### src/hdl/b64e_pkg.sv
// Package for the line-wrapped Base64 encoder: widths, character codes,
// the Base64 symbol map and the structs shared between the encoder's modules.
// No dependencies.
`default_nettype none

package b64e_pkg;

  localparam int DATA_W         = 8;
  localparam int CHAR_W         = 7;
  localparam int GRP_W          = 8;
  localparam int CHARS_PER_LINE = 76;
  localparam int GROUPS_PER_LINE_RAW = CHARS_PER_LINE / 4;
  localparam int GROUPS_PER_LINE = (GROUPS_PER_LINE_RAW == 0) ? 1 : GROUPS_PER_LINE_RAW;

  localparam logic [CHAR_W-1:0] CHAR_PAD = 7'd61;
  localparam logic [CHAR_W-1:0] CHAR_CR  = 7'd13;
  localparam logic [CHAR_W-1:0] CHAR_LF  = 7'd10;

  localparam logic [1:0] PHASE_FIRST  = 2'd0;
  localparam logic [1:0] PHASE_SECOND = 2'd1;
  localparam logic [1:0] PHASE_THIRD  = 2'd2;

  typedef struct packed {
    logic [CHAR_W-1:0] out_char;
    logic              run_last;
    logic              text_end;
  } char_t;

  typedef struct packed {
    char_t [3:0] chars;
    logic  [1:0] last_idx;
  } burst_t;

  function automatic logic [CHAR_W-1:0] b64_sym(input logic [5:0] v);
    logic [CHAR_W-1:0] w;
    w = {1'b0, v};
    if (v < 6'd26) begin
      return w + 7'd65;
    end else if (v < 6'd52) begin
      return w + 7'd71;
    end else if (v < 6'd62) begin
      return w - 7'd4;
    end else if (v == 6'd62) begin
      return 7'd43;
    end else begin
      return 7'd47;
    end
  endfunction

endpackage

`default_nettype wire

### src/hdl/b64e_if.sv
// Stream interfaces for the Base64 encoder: message bytes in, characters out.
// Depends on b64e_pkg for field widths.
`default_nettype none

interface b64e_in_if;
  logic                        valid;
  logic                        ready;
  logic [b64e_pkg::DATA_W-1:0] data_byte;
  logic                        message_end;
  modport source (output valid, data_byte, message_end, input ready);
  modport sink (input valid, data_byte, message_end, output ready);
endinterface

interface b64e_out_if;
  logic                        valid;
  logic                        ready;
  logic [b64e_pkg::CHAR_W-1:0] out_char;
  logic                        run_last;
  logic                        text_end;
  modport source (output valid, out_char, run_last, text_end, input ready);
  modport sink (input valid, out_char, run_last, text_end, output ready);
endinterface

`default_nettype wire

### src/hdl/b64e_encode.sv
// Input register and encode logic: turns one registered byte into a burst of
// one to four characters and keeps group phase, held bits and line count.
// Depends on b64e_pkg and b64e_in_if.
`default_nettype none

module b64e_encode (
  input  wire logic            clk,
  input  wire logic            rst,
  input  wire logic            line_wrap,
  b64e_in_if.sink              msg,
  output b64e_pkg::burst_t     burst,
  output logic                 burst_valid,
  input  wire logic            burst_take
);

  logic                         s1_valid;
  logic [b64e_pkg::DATA_W-1:0]  s1_byte;
  logic                         s1_end;

  logic [1:0]                   phase, phase_next;
  logic [3:0]                   held, held_next;
  logic [b64e_pkg::GRP_W-1:0]   groups, groups_next;
  logic [b64e_pkg::GRP_W:0]     groups_inc;
  logic                         line_full;
  logic [1:0]                   last_idx;
  b64e_pkg::char_t [3:0]        chars;

  assign msg.ready   = !s1_valid || burst_take;
  assign burst_valid = s1_valid;

  always_ff @(posedge clk) begin
    if (rst) begin
      s1_valid <= 1'b0;
    end else if (msg.ready) begin
      s1_valid <= msg.valid;
    end
  end

  always_ff @(posedge clk) begin
    if (msg.valid && msg.ready) begin
      s1_byte <= msg.data_byte;
      s1_end  <= msg.message_end;
    end
  end

  always_comb begin
    groups_inc = {1'b0, groups} + 9'd1;
    line_full  = groups_inc >= (b64e_pkg::GRP_W+1)'(b64e_pkg::GROUPS_PER_LINE);
    for (int i = 0; i < 4; i++) begin
      chars[i].out_char = b64e_pkg::CHAR_PAD;
      chars[i].run_last = 1'b0;
      chars[i].text_end = 1'b0;
    end
    phase_next  = phase;
    held_next   = held;
    groups_next = groups;
    last_idx    = 2'd0;
    case (phase)
      b64e_pkg::PHASE_SECOND: begin
        chars[0].out_char = b64e_pkg::b64_sym({held[1:0], s1_byte[7:4]});
        held_next  = s1_byte[3:0];
        phase_next = b64e_pkg::PHASE_THIRD;
        if (s1_end) begin
          chars[1].out_char = b64e_pkg::b64_sym({s1_byte[3:0], 2'b00});
          last_idx = 2'd2;
        end
      end
      b64e_pkg::PHASE_THIRD: begin
        chars[0].out_char = b64e_pkg::b64_sym({held, s1_byte[7:6]});
        chars[1].out_char = b64e_pkg::b64_sym(s1_byte[5:0]);
        held_next  = 4'd0;
        phase_next = b64e_pkg::PHASE_FIRST;
        last_idx   = 2'd1;
        if (line_full) begin
          groups_next = '0;
          if (line_wrap) begin
            chars[2].out_char = b64e_pkg::CHAR_CR;
            chars[3].out_char = b64e_pkg::CHAR_LF;
            last_idx = 2'd3;
          end
        end else begin
          groups_next = groups_inc[b64e_pkg::GRP_W-1:0];
        end
      end
      default: begin
        chars[0].out_char = b64e_pkg::b64_sym(s1_byte[7:2]);
        held_next  = {2'b00, s1_byte[1:0]};
        phase_next = b64e_pkg::PHASE_SECOND;
        if (s1_end) begin
          chars[1].out_char = b64e_pkg::b64_sym({s1_byte[1:0], 4'b0000});
          last_idx = 2'd3;
        end
      end
    endcase
    chars[last_idx].run_last = 1'b1;
    chars[last_idx].text_end = s1_end;
    if (s1_end) begin
      phase_next  = b64e_pkg::PHASE_FIRST;
      held_next   = 4'd0;
      groups_next = '0;
    end
  end

  assign burst.chars    = chars;
  assign burst.last_idx = last_idx;

  always_ff @(posedge clk) begin
    if (rst) begin
      phase  <= b64e_pkg::PHASE_FIRST;
      held   <= 4'd0;
      groups <= '0;
    end else if (s1_valid && burst_take) begin
      phase  <= phase_next;
      held   <= held_next;
      groups <= groups_next;
    end
  end

endmodule

`default_nettype wire

### src/hdl/b64e_char_buf.sv
// Result register: holds one burst of characters and sends them one beat per
// cycle while text is ready, loading the next burst as the last character leaves.
// Depends on b64e_pkg and b64e_out_if.
`default_nettype none

module b64e_char_buf (
  input  wire logic              clk,
  input  wire logic              rst,
  input  wire b64e_pkg::burst_t  burst,
  input  wire logic              burst_valid,
  output logic                   burst_take,
  b64e_out_if.source             text
);

  logic                    buf_valid;
  b64e_pkg::char_t [3:0]   chars;
  logic [1:0]              idx;
  logic [1:0]              last_idx;
  logic                    beat;

  assign beat       = buf_valid && text.ready;
  assign burst_take = !buf_valid || (beat && (idx == last_idx));

  always_ff @(posedge clk) begin
    if (rst) begin
      buf_valid <= 1'b0;
      idx       <= 2'd0;
    end else if (burst_take) begin
      buf_valid <= burst_valid;
      idx       <= 2'd0;
    end else if (beat) begin
      idx <= idx + 2'd1;
    end
  end

  always_ff @(posedge clk) begin
    if (burst_take && burst_valid) begin
      chars    <= burst.chars;
      last_idx <= burst.last_idx;
    end
  end

  assign text.valid    = buf_valid;
  assign text.out_char = chars[idx].out_char;
  assign text.run_last = chars[idx].run_last;
  assign text.text_end = chars[idx].text_end;

endmodule

`default_nettype wire

### src/hdl/base64_line_wrapped_encoder_top.sv
// Top level of the line-wrapped Base64 encoder: line_wrap register, encoder
// stage and character buffer. Depends on b64e_pkg, b64e_if, b64e_encode and
// b64e_char_buf.
//
//   channel  dir  beat                               handshake
//   msg      in   data_byte[7:0], message_end        valid/ready
//   text     out  out_char[6:0], run_last, text_end  valid/ready
//   cfg      in   cfg_data (line_wrap)               cfg_write, no ready
//
// One character leaves per cycle while text is ready; a byte yields one to four
// characters. The first character passes the input register and the character
// buffer before it is offered. The character buffer's one-beat-per-cycle output
// sets the rate. Synchronous reset clears state and line_wrap.
// A stall on text holds the current character; msg stays ready while the
// input register is free or the buffer is taking its next burst.
`default_nettype none

module base64_line_wrapped_encoder_top (
  input  wire logic  clk,
  input  wire logic  rst,
  input  wire logic  cfg_write,
  input  wire logic  cfg_data,
  b64e_in_if.sink    msg,
  b64e_out_if.source text
);

  logic              line_wrap;
  b64e_pkg::burst_t  burst;
  logic              burst_valid;
  logic              burst_take;

  always_ff @(posedge clk) begin
    if (rst) begin
      line_wrap <= 1'b0;
    end else if (cfg_write) begin
      line_wrap <= cfg_data;
    end
  end

  b64e_encode u_encode (
    .clk         (clk),
    .rst         (rst),
    .line_wrap   (line_wrap),
    .msg         (msg),
    .burst       (burst),
    .burst_valid (burst_valid),
    .burst_take  (burst_take)
  );

  b64e_char_buf u_char_buf (
    .clk         (clk),
    .rst         (rst),
    .burst       (burst),
    .burst_valid (burst_valid),
    .burst_take  (burst_take),
    .text        (text)
  );

endmodule

`default_nettype wire

### src/flat_wrapper.sv
// flat-port wrapper written by rule: the top's interface ports become plain ports
module base64_line_wrapped_encoder_top_flat 
  (clk, rst, cfg_write, cfg_data, msg_valid, msg_data_byte, msg_message_end, msg_ready, text_valid, text_out_char, text_run_last, text_text_end, text_ready);
  b64e_in_if msg_i ();
  b64e_out_if text_i ();
  input  wire logic clk;
  input  wire logic rst;
  input  wire logic cfg_write;
  input  wire logic cfg_data;
  input wire logic [$bits(msg_i.valid)-1:0] msg_valid;
  input wire logic [$bits(msg_i.data_byte)-1:0] msg_data_byte;
  input wire logic [$bits(msg_i.message_end)-1:0] msg_message_end;
  output wire logic [$bits(msg_i.ready)-1:0] msg_ready;
  output wire logic [$bits(text_i.valid)-1:0] text_valid;
  output wire logic [$bits(text_i.out_char)-1:0] text_out_char;
  output wire logic [$bits(text_i.run_last)-1:0] text_run_last;
  output wire logic [$bits(text_i.text_end)-1:0] text_text_end;
  input wire logic [$bits(text_i.ready)-1:0] text_ready;
  assign msg_i.valid = msg_valid;
  assign msg_i.data_byte = msg_data_byte;
  assign msg_i.message_end = msg_message_end;
  assign msg_ready = msg_i.ready;
  assign text_valid = text_i.valid;
  assign text_out_char = text_i.out_char;
  assign text_run_last = text_i.run_last;
  assign text_text_end = text_i.text_end;
  assign text_i.ready = text_ready;
  base64_line_wrapped_encoder_top u_core (.clk(clk), .rst(rst), .cfg_write(cfg_write), .cfg_data(cfg_data), .msg(msg_i), .text(text_i));
endmodule
### config.mk
export PLATFORM = sky130hd
export DESIGN_NAME = base64_line_wrapped_encoder_top_flat
export DESIGN_NICKNAME = d
export VERILOG_FILES = /design/src/hdl/b64e_pkg.sv /design/src/hdl/b64e_if.sv /design/src/hdl/b64e_encode.sv /design/src/hdl/b64e_char_buf.sv /design/src/hdl/base64_line_wrapped_encoder_top.sv /design/src/flat_wrapper.sv
export SDC_FILE = /design/constraint.sdc
export NUM_CORES = 1
export LEC_CHECK = 0
export ABC_CLOCK_PERIOD_IN_PS = 8300
export BUFFER_PORTS_ARGS = -buffer_cell sky130_fd_sc_hd__buf_2
export CAP_MARGIN = 20
export CORE_MARGIN = 1
export CORE_UTILIZATION = 60
export CTS_CLUSTER_SIZE = 16
export DETAILED_ROUTE_END_ITERATION = 7
export PLACE_DENSITY = 0.76
export SYNTH_ARGS = -nofsm -noshare
export SYNTH_HDL_FRONTEND = slang
export SYNTH_SLANG_ARGS = --single-unit
### constraint.sdc
create_clock -name clk -period 8.3 [get_ports clk]
set_clock_uncertainty 0.1 [all_clocks]
set_input_delay 2.49 -clock clk [delete_from_list [all_inputs] [get_ports clk]]
set_output_delay 2.49 -clock clk [all_outputs]
set_load 0.03 [all_outputs]
# After elaboration in Yosys (flattened, before gate mapping)
# Cells that the tools add are included.
# word_totals
wordCells	135
inputBits	15
register_bits	66
# classes
n_lt_le_gt_ge	22
reduce_logical	12
mux	52
n_eq_ne	7
n_addsub	20
# op_table
cell	n
$mux W7	20
$add A6 B7 Y7 const B	12
$bwmux W36	2
$lt A6 B6 Y1 const B	12
$sub A6 B3 Y7 const B	6
$demux W9 S2	2
$lt A6 B5 Y1 const B	6
$mux W6	6
$pmux W7 S2	2
$eq A6 B6 Y1 const B	4
$mux W8	3
$bmux W9 S2	1
$mux W2	6
$mux W3	4
$add A8 B1 Y9 const B	1
$ge A9 B5 Y1 const B	1
$mux W9	1
$pmux W2 S2	2
$pmux W4 S2	1
$lt A2 B3 Y1 const B	2
$logic_and A1 B1 Y1	5
$mux W4	1
$add A2 B1 Y2 const B	1
$eq A2 B1 Y1 const B	1
other kinds (9)	11

# Depth between registers and ports, before layout
# logic_depth
word_depth	10
depth_mapped	11

# By module
# From an unflattened synthesis, not the netlist that was laid out.
# hier_totals
hier_cells	495
area_unflattened_um2	4703.3
# modules_own_cells
mod	cells_each	area_each_um2	instances
b64e_encode	428	3156.8	1
b64e_char_buf	64	1512.7	1
base64_line_wrapped_encoder_top	3	33.8	1

# Worst setup path before layout
# No wires, ideal clock.
# synth_timing
path_kind	input -> output
start	input port text_ready
end	output port msg_ready
setup_slack_ns	2.577
arrival_time_ns	3.133
path_stages	2
cell_sequence	a31oi_1 > nand2_1
# synth_between
elab_chain_cells	4
# synth_lines
element	line_no	text
start: declaration	flat_wrapper.sv:18	input wire logic [$bits(text_i.ready)-1:0] text_ready;
$logic_and A1 B1 Y1	b64e_char_buf.sv:21	assign beat = buf_valid && text.ready;
$logic_and A1 B1 Y1	b64e_char_buf.sv:22	assign burst_take = !buf_valid || (beat && (idx == last_idx));
$logic_or A1 B1 Y1	b64e_char_buf.sv:22	
$logic_or A1 B1 Y1	b64e_encode.sv:28	assign msg.ready = !s1_valid || burst_take;
end: declaration	flat_wrapper.sv:13	output wire logic [$bits(msg_i.ready)-1:0] msg_ready;
# Every way passes these cells.

# Worst setup path after layout
# Same ends and word-level chain as after synthesis.

==> flow_metrics.py <==
metrics = {
    "status": {
        "outcome": "finished, final reports clean",
    },
    "place": {
        "placement.io_buffers": 25,
        "dp_hpwl_um": 7160,
        "finalWeightedCongestion": 0.874,
    },
    "logic_synthesis": {
        "synth.net_count": 532,
        "synth.distinct_cells": 69,
        "asyncSetResetFlopFracSynth_pct": 0,
        "synth-edff-count": 35,
        "synthesis.yosys.warnings": 0,
        "postSynthAreaPerCell_um2": 8.71,
        "ys_seq_area_share_pct": 33.6,
        "synth-seq-cells": 54,
        "mappedNetlistArea_mm2": 0.00426,
        "post_synth_inst_count": 489,
        "synthFlopType": "sky130_fd_sc_hd__edfxtp_1",
    },
    "routing": {
        "num_vias": 3802,
        "drt_pass1_iterations": 5,
        "totalWireLength_um": 10300,
        "via_per_inst": 6.48,
        "drt_drc_violations_left": 0,
        "drt_iter0_drc": 362,
        "routed_wire_length_per_instance_um": 17.5,
        "ant_nets": 0,
    },
    "pwr": {
        "vdd_ir_drop_max_uv": 83.1,
        "static-leakage-power_nw": 1.66,
        "p_per_area_mw_per_mm2": 132,
    },
    "clocking": {
        "cts.root.buffer_cell": "sky130_fd_sc_hd__clkbuf_8",
        "cts_resized": 0,
        "cts_buffers": 5,
        "clock_insertion_delay_worst_skew_ns": 0.31,
        "clkSlewWorstSetupHoldPaths_ns": 0.10,
        "max-clock-path-buffers": 2,
        "tritoncts_clock_tree": "done",
        "htree_num_levels": 2,
        "clock_sinks": 54,
        "cts_hold_buffers": 0,
        "postCtsSetupBuffers": 0,
    },
    "cells_and_area": {
        "layout.nets": 533,
        "flow.area_growth_from_synthesis_pct": 5.70,
        "insertedDiodeCount": 0,
        "fillerInstances": 584,
        "layout-drive-gt1-share_pct": 9.78,
        "final_util_pct": 65.9,
    },
    "critical_path": {
        "critPathRequiredTime_ns": 5.71,
        "worst_setup_path_end_kind": "output port",
        "crit_arrival_ns": 3.35,
        "worst-r2r-cell-count": 10,
        "worst_setup_path_start_kind": "input pin",
        "crit-reg2reg-launch": "u_core.u_encode.s1_byte[3]$_DFFE_PP_",
        "timing.setup.critical_path_class": "input pin to output port",
        "critical_path.reg2reg.endpoint": "u_core.u_char_buf.chars[15]$_DFFE_PP_",
        "crit_fanout": 9,
        "setup.reg_to_reg.worst_slack_ns": 4.78,
    },
    "sta": {
        "fmax_mhz": 168,
        "setup_tns_final_ns": 0,
        "post_route_clock_period_utilization_pct": 71.6,
        "relative_slew_margins_pct": 28.0,
        "setup_repair_after_global_routing_missed_its_margin": "false",
        "timing_hold_violations_final": 0,
        "setup-violations-final": 0,
        "timing_max_transition_violations_final": 0,
        "timing_worst_slew_pin_value_ns": 1.08,
        "fin_crit_ns": 5.94,
    },
    "global_route": {
        "grt_usage_pct": 28.2,
        "grt_pass1_wl_um": 16600,
        "grt_pass1_vias": 3341,
        "grt_remaining_overflow": 0,
        "number_of_antenna_violations_at_the_first_check_in_global_routing": 0,
        "largest_net_degree_at_the_start_of_global_routing": 33,
    },
    "floorplan": {
        "core_area_mm2": 0.00683,
        "floorplan.io_pins": 26,
        "die_h_um": 86.3,
        "initial_core_util_pct": 62.4,
        "placementRows": 30,
        "design.die.area_mm2": 0.00744,
        "die_w_um": 86.3,
    },
    "worst_hold_path": {
        "hold_path_class": "flip-flop to flip-flop",
        "holdPathEnd": "u_core.u_encode.groups[5]$_SDFFE_PP0P_",
        "hold_path_depth": 1,
        "hold_start": "u_core.u_encode.groups[5]$_SDFFE_PP0P_",
    },
    "job": {
        "cap_viol_max_count": 0,
    },
}
## worst max path at each step
stage	startpoint	to	slack, ns	cells past startpoint
floorplan	text_ready	msg_ready	2.58	2
global placement	text_ready	msg_ready	2.39	4
detailed placement	text_ready	msg_ready	2.33	4
CTS	text_ready	msg_ready	2.34	4
global route	text_ready	msg_ready	2.19	4
finish	text_ready	msg_ready	2.36	4
## metrics by stage
stage | hold slack (ns) | worst slack [ns] | power, mW | cell area (um^2) | std cells
global placement | 0.355 | 2.39 | 0.438 | 4380 | 578
floorplan | 0.349 | 2.58 | 0.409 | 4260 | 489
CTS | 0.399 | 2.34 | 0.594 | 4480 | 586
global route | 0.429 | 2.19 | 0.622 | 4500 | 587
finish | 0.395 | 2.36 | 0.596 | 4500 | 587
detailed placement | 0.381 | 2.33 | 0.441 | 4380 | 578
## power breakdown
part	leakage [nW]	internal [mW]	total (mW)	switching, mW
Combinational	1.13	0.0479	0.123	0.0746
Sequential	0.482	0.300	0.317	0.0169
Clock	0.0502	0.0627	0.157	0.0938
## cells in the final DEF, fill, tap and decap left out, drive strengths merged, types with 4 or more instances in the layout
cell	synthesis	layout
nor2b	14	14
nor2	24	24
nor3	7	7
buf	1	26
mux2i	9	9
o31ai	5	5
ha	27	27
nor3b	6	6
nand4b	4	4
edfxtp	35	35
nand2	43	43
nand3	23	23
o21ai	24	24
a21oi	44	44
mux2	5	5
dfxtp	19	19
nand2b	10	10
a211oi	12	12
inv	27	28
nand4	7	7
o31a	4	4
a31oi	10	10
and2	4	4
or3	4	4
xnor2	13	13
clkbuf	31	5
a21o	9	9
## routing by layer
metal	part of all wire [%]	GRT usage (%)	up-vias
met1	46	39.5	1795
met3	5.7	3.05	15
met4	1.4	8.33	0
met5	0	0	-
met2	47	46.3	164
li1	-	-	1828
## Yosys cell counts (3+ instances only)
cell type                   n  area share (%)
sky130_fd_sc_hd__clkbuf_1  31             2.7
sky130_fd_sc_hd__a211oi_1  12             2.1
sky130_fd_sc_hd__nor4_1     3            0.44
sky130_fd_sc_hd__and2_1     3            0.44
sky130_fd_sc_hd__nand3_1   23             2.7
sky130_fd_sc_hd__nand2b_1  10             1.5
sky130_fd_sc_hd__o22ai_1    3            0.44
sky130_fd_sc_hd__nor3_1     7            0.82
sky130_fd_sc_hd__nor2b_1   14             2.1
sky130_fd_sc_hd__and3_1     3            0.44
sky130_fd_sc_hd__nand2_1   43             3.8
sky130_fd_sc_hd__a31oi_1    9             1.3
sky130_fd_sc_hd__xnor2_1   13             2.7
sky130_fd_sc_hd__o31ai_1    5            0.88
sky130_fd_sc_hd__o21a_1     3            0.53
sky130_fd_sc_hd__mux2_2     5             1.3
sky130_fd_sc_hd__mux2i_1    9             2.1
sky130_fd_sc_hd__a21o_1     9             1.6
sky130_fd_sc_hd__or4_1      3            0.53
sky130_fd_sc_hd__ha_1      27             7.9
sky130_fd_sc_hd__nand4_1    7             1.0
sky130_fd_sc_hd__nor2_1    24             2.1
sky130_fd_sc_hd__or3_1      4            0.59
sky130_fd_sc_hd__a21oi_1   44             5.2
sky130_fd_sc_hd__o31a_1     4            0.82
sky130_fd_sc_hd__nand4b_1   4            0.82
sky130_fd_sc_hd__o21ai_0   24             2.8
sky130_fd_sc_hd__dfxtp_1   19             8.9
sky130_fd_sc_hd__inv_1     27             2.4
sky130_fd_sc_hd__edfxtp_1  35              25
sky130_fd_sc_hd__a211o_1    3            0.62
sky130_fd_sc_hd__nor3b_1    6             1.1
sky130_fd_sc_hd__o311ai_0   3            0.62
## cell type report
type | count | area (um^2) | area share [%]
multi-input cells | 375 | 2600 | 57.7
well taps | 96 | 120 | 2.67
repair buffers | 26 | 153 | 3.39
flip-flops and latches | 54 | 1430 | 31.8
clock inverters | 3 | 28.8 | 0.639
inverters | 28 | 105 | 2.33
clock buffers | 5 | 68.8 | 1.53
## logic make-up (layout without fill, tap and decap cells)
logic type / after synthesis / count (layout) / synth area share (%)
and+or+nand+nor: 164 / 164 / 20.3
AOI/OAI and AO/OA: 152 / 152 / 24.6
buffers and inverters: 60 / 62 / 5.46
DFF: 54 / 54 / 33.6
adders and majority gates: 28 / 28 / 8.40
muxes: 16 / 16 / 4.49
xor gates and xnor gates: 15 / 15 / 3.08
## worst max-delay path: stages
cell and delay [ns]:
sky130_fd_sc_hd__buf_2 0.11, sky130_fd_sc_hd__a31oi_1 0.42, sky130_fd_sc_hd__nand2_1 0.13, sky130_fd_sc_hd__buf_2 0.20
## state kept, by name, summed over array words and instances, names as in the netlist, 2 cells and up
signal / count
u_core.u_encode.groups: 8
u_core.u_char_buf.last_idx: 2
u_core.u_char_buf.chars: 24
u_core.u_encode.s1_byte: 8
u_core.u_encode.phase: 2
u_core.u_encode.held: 4
u_core.u_char_buf.idx: 2
Power figures use the tool's default switching activity.
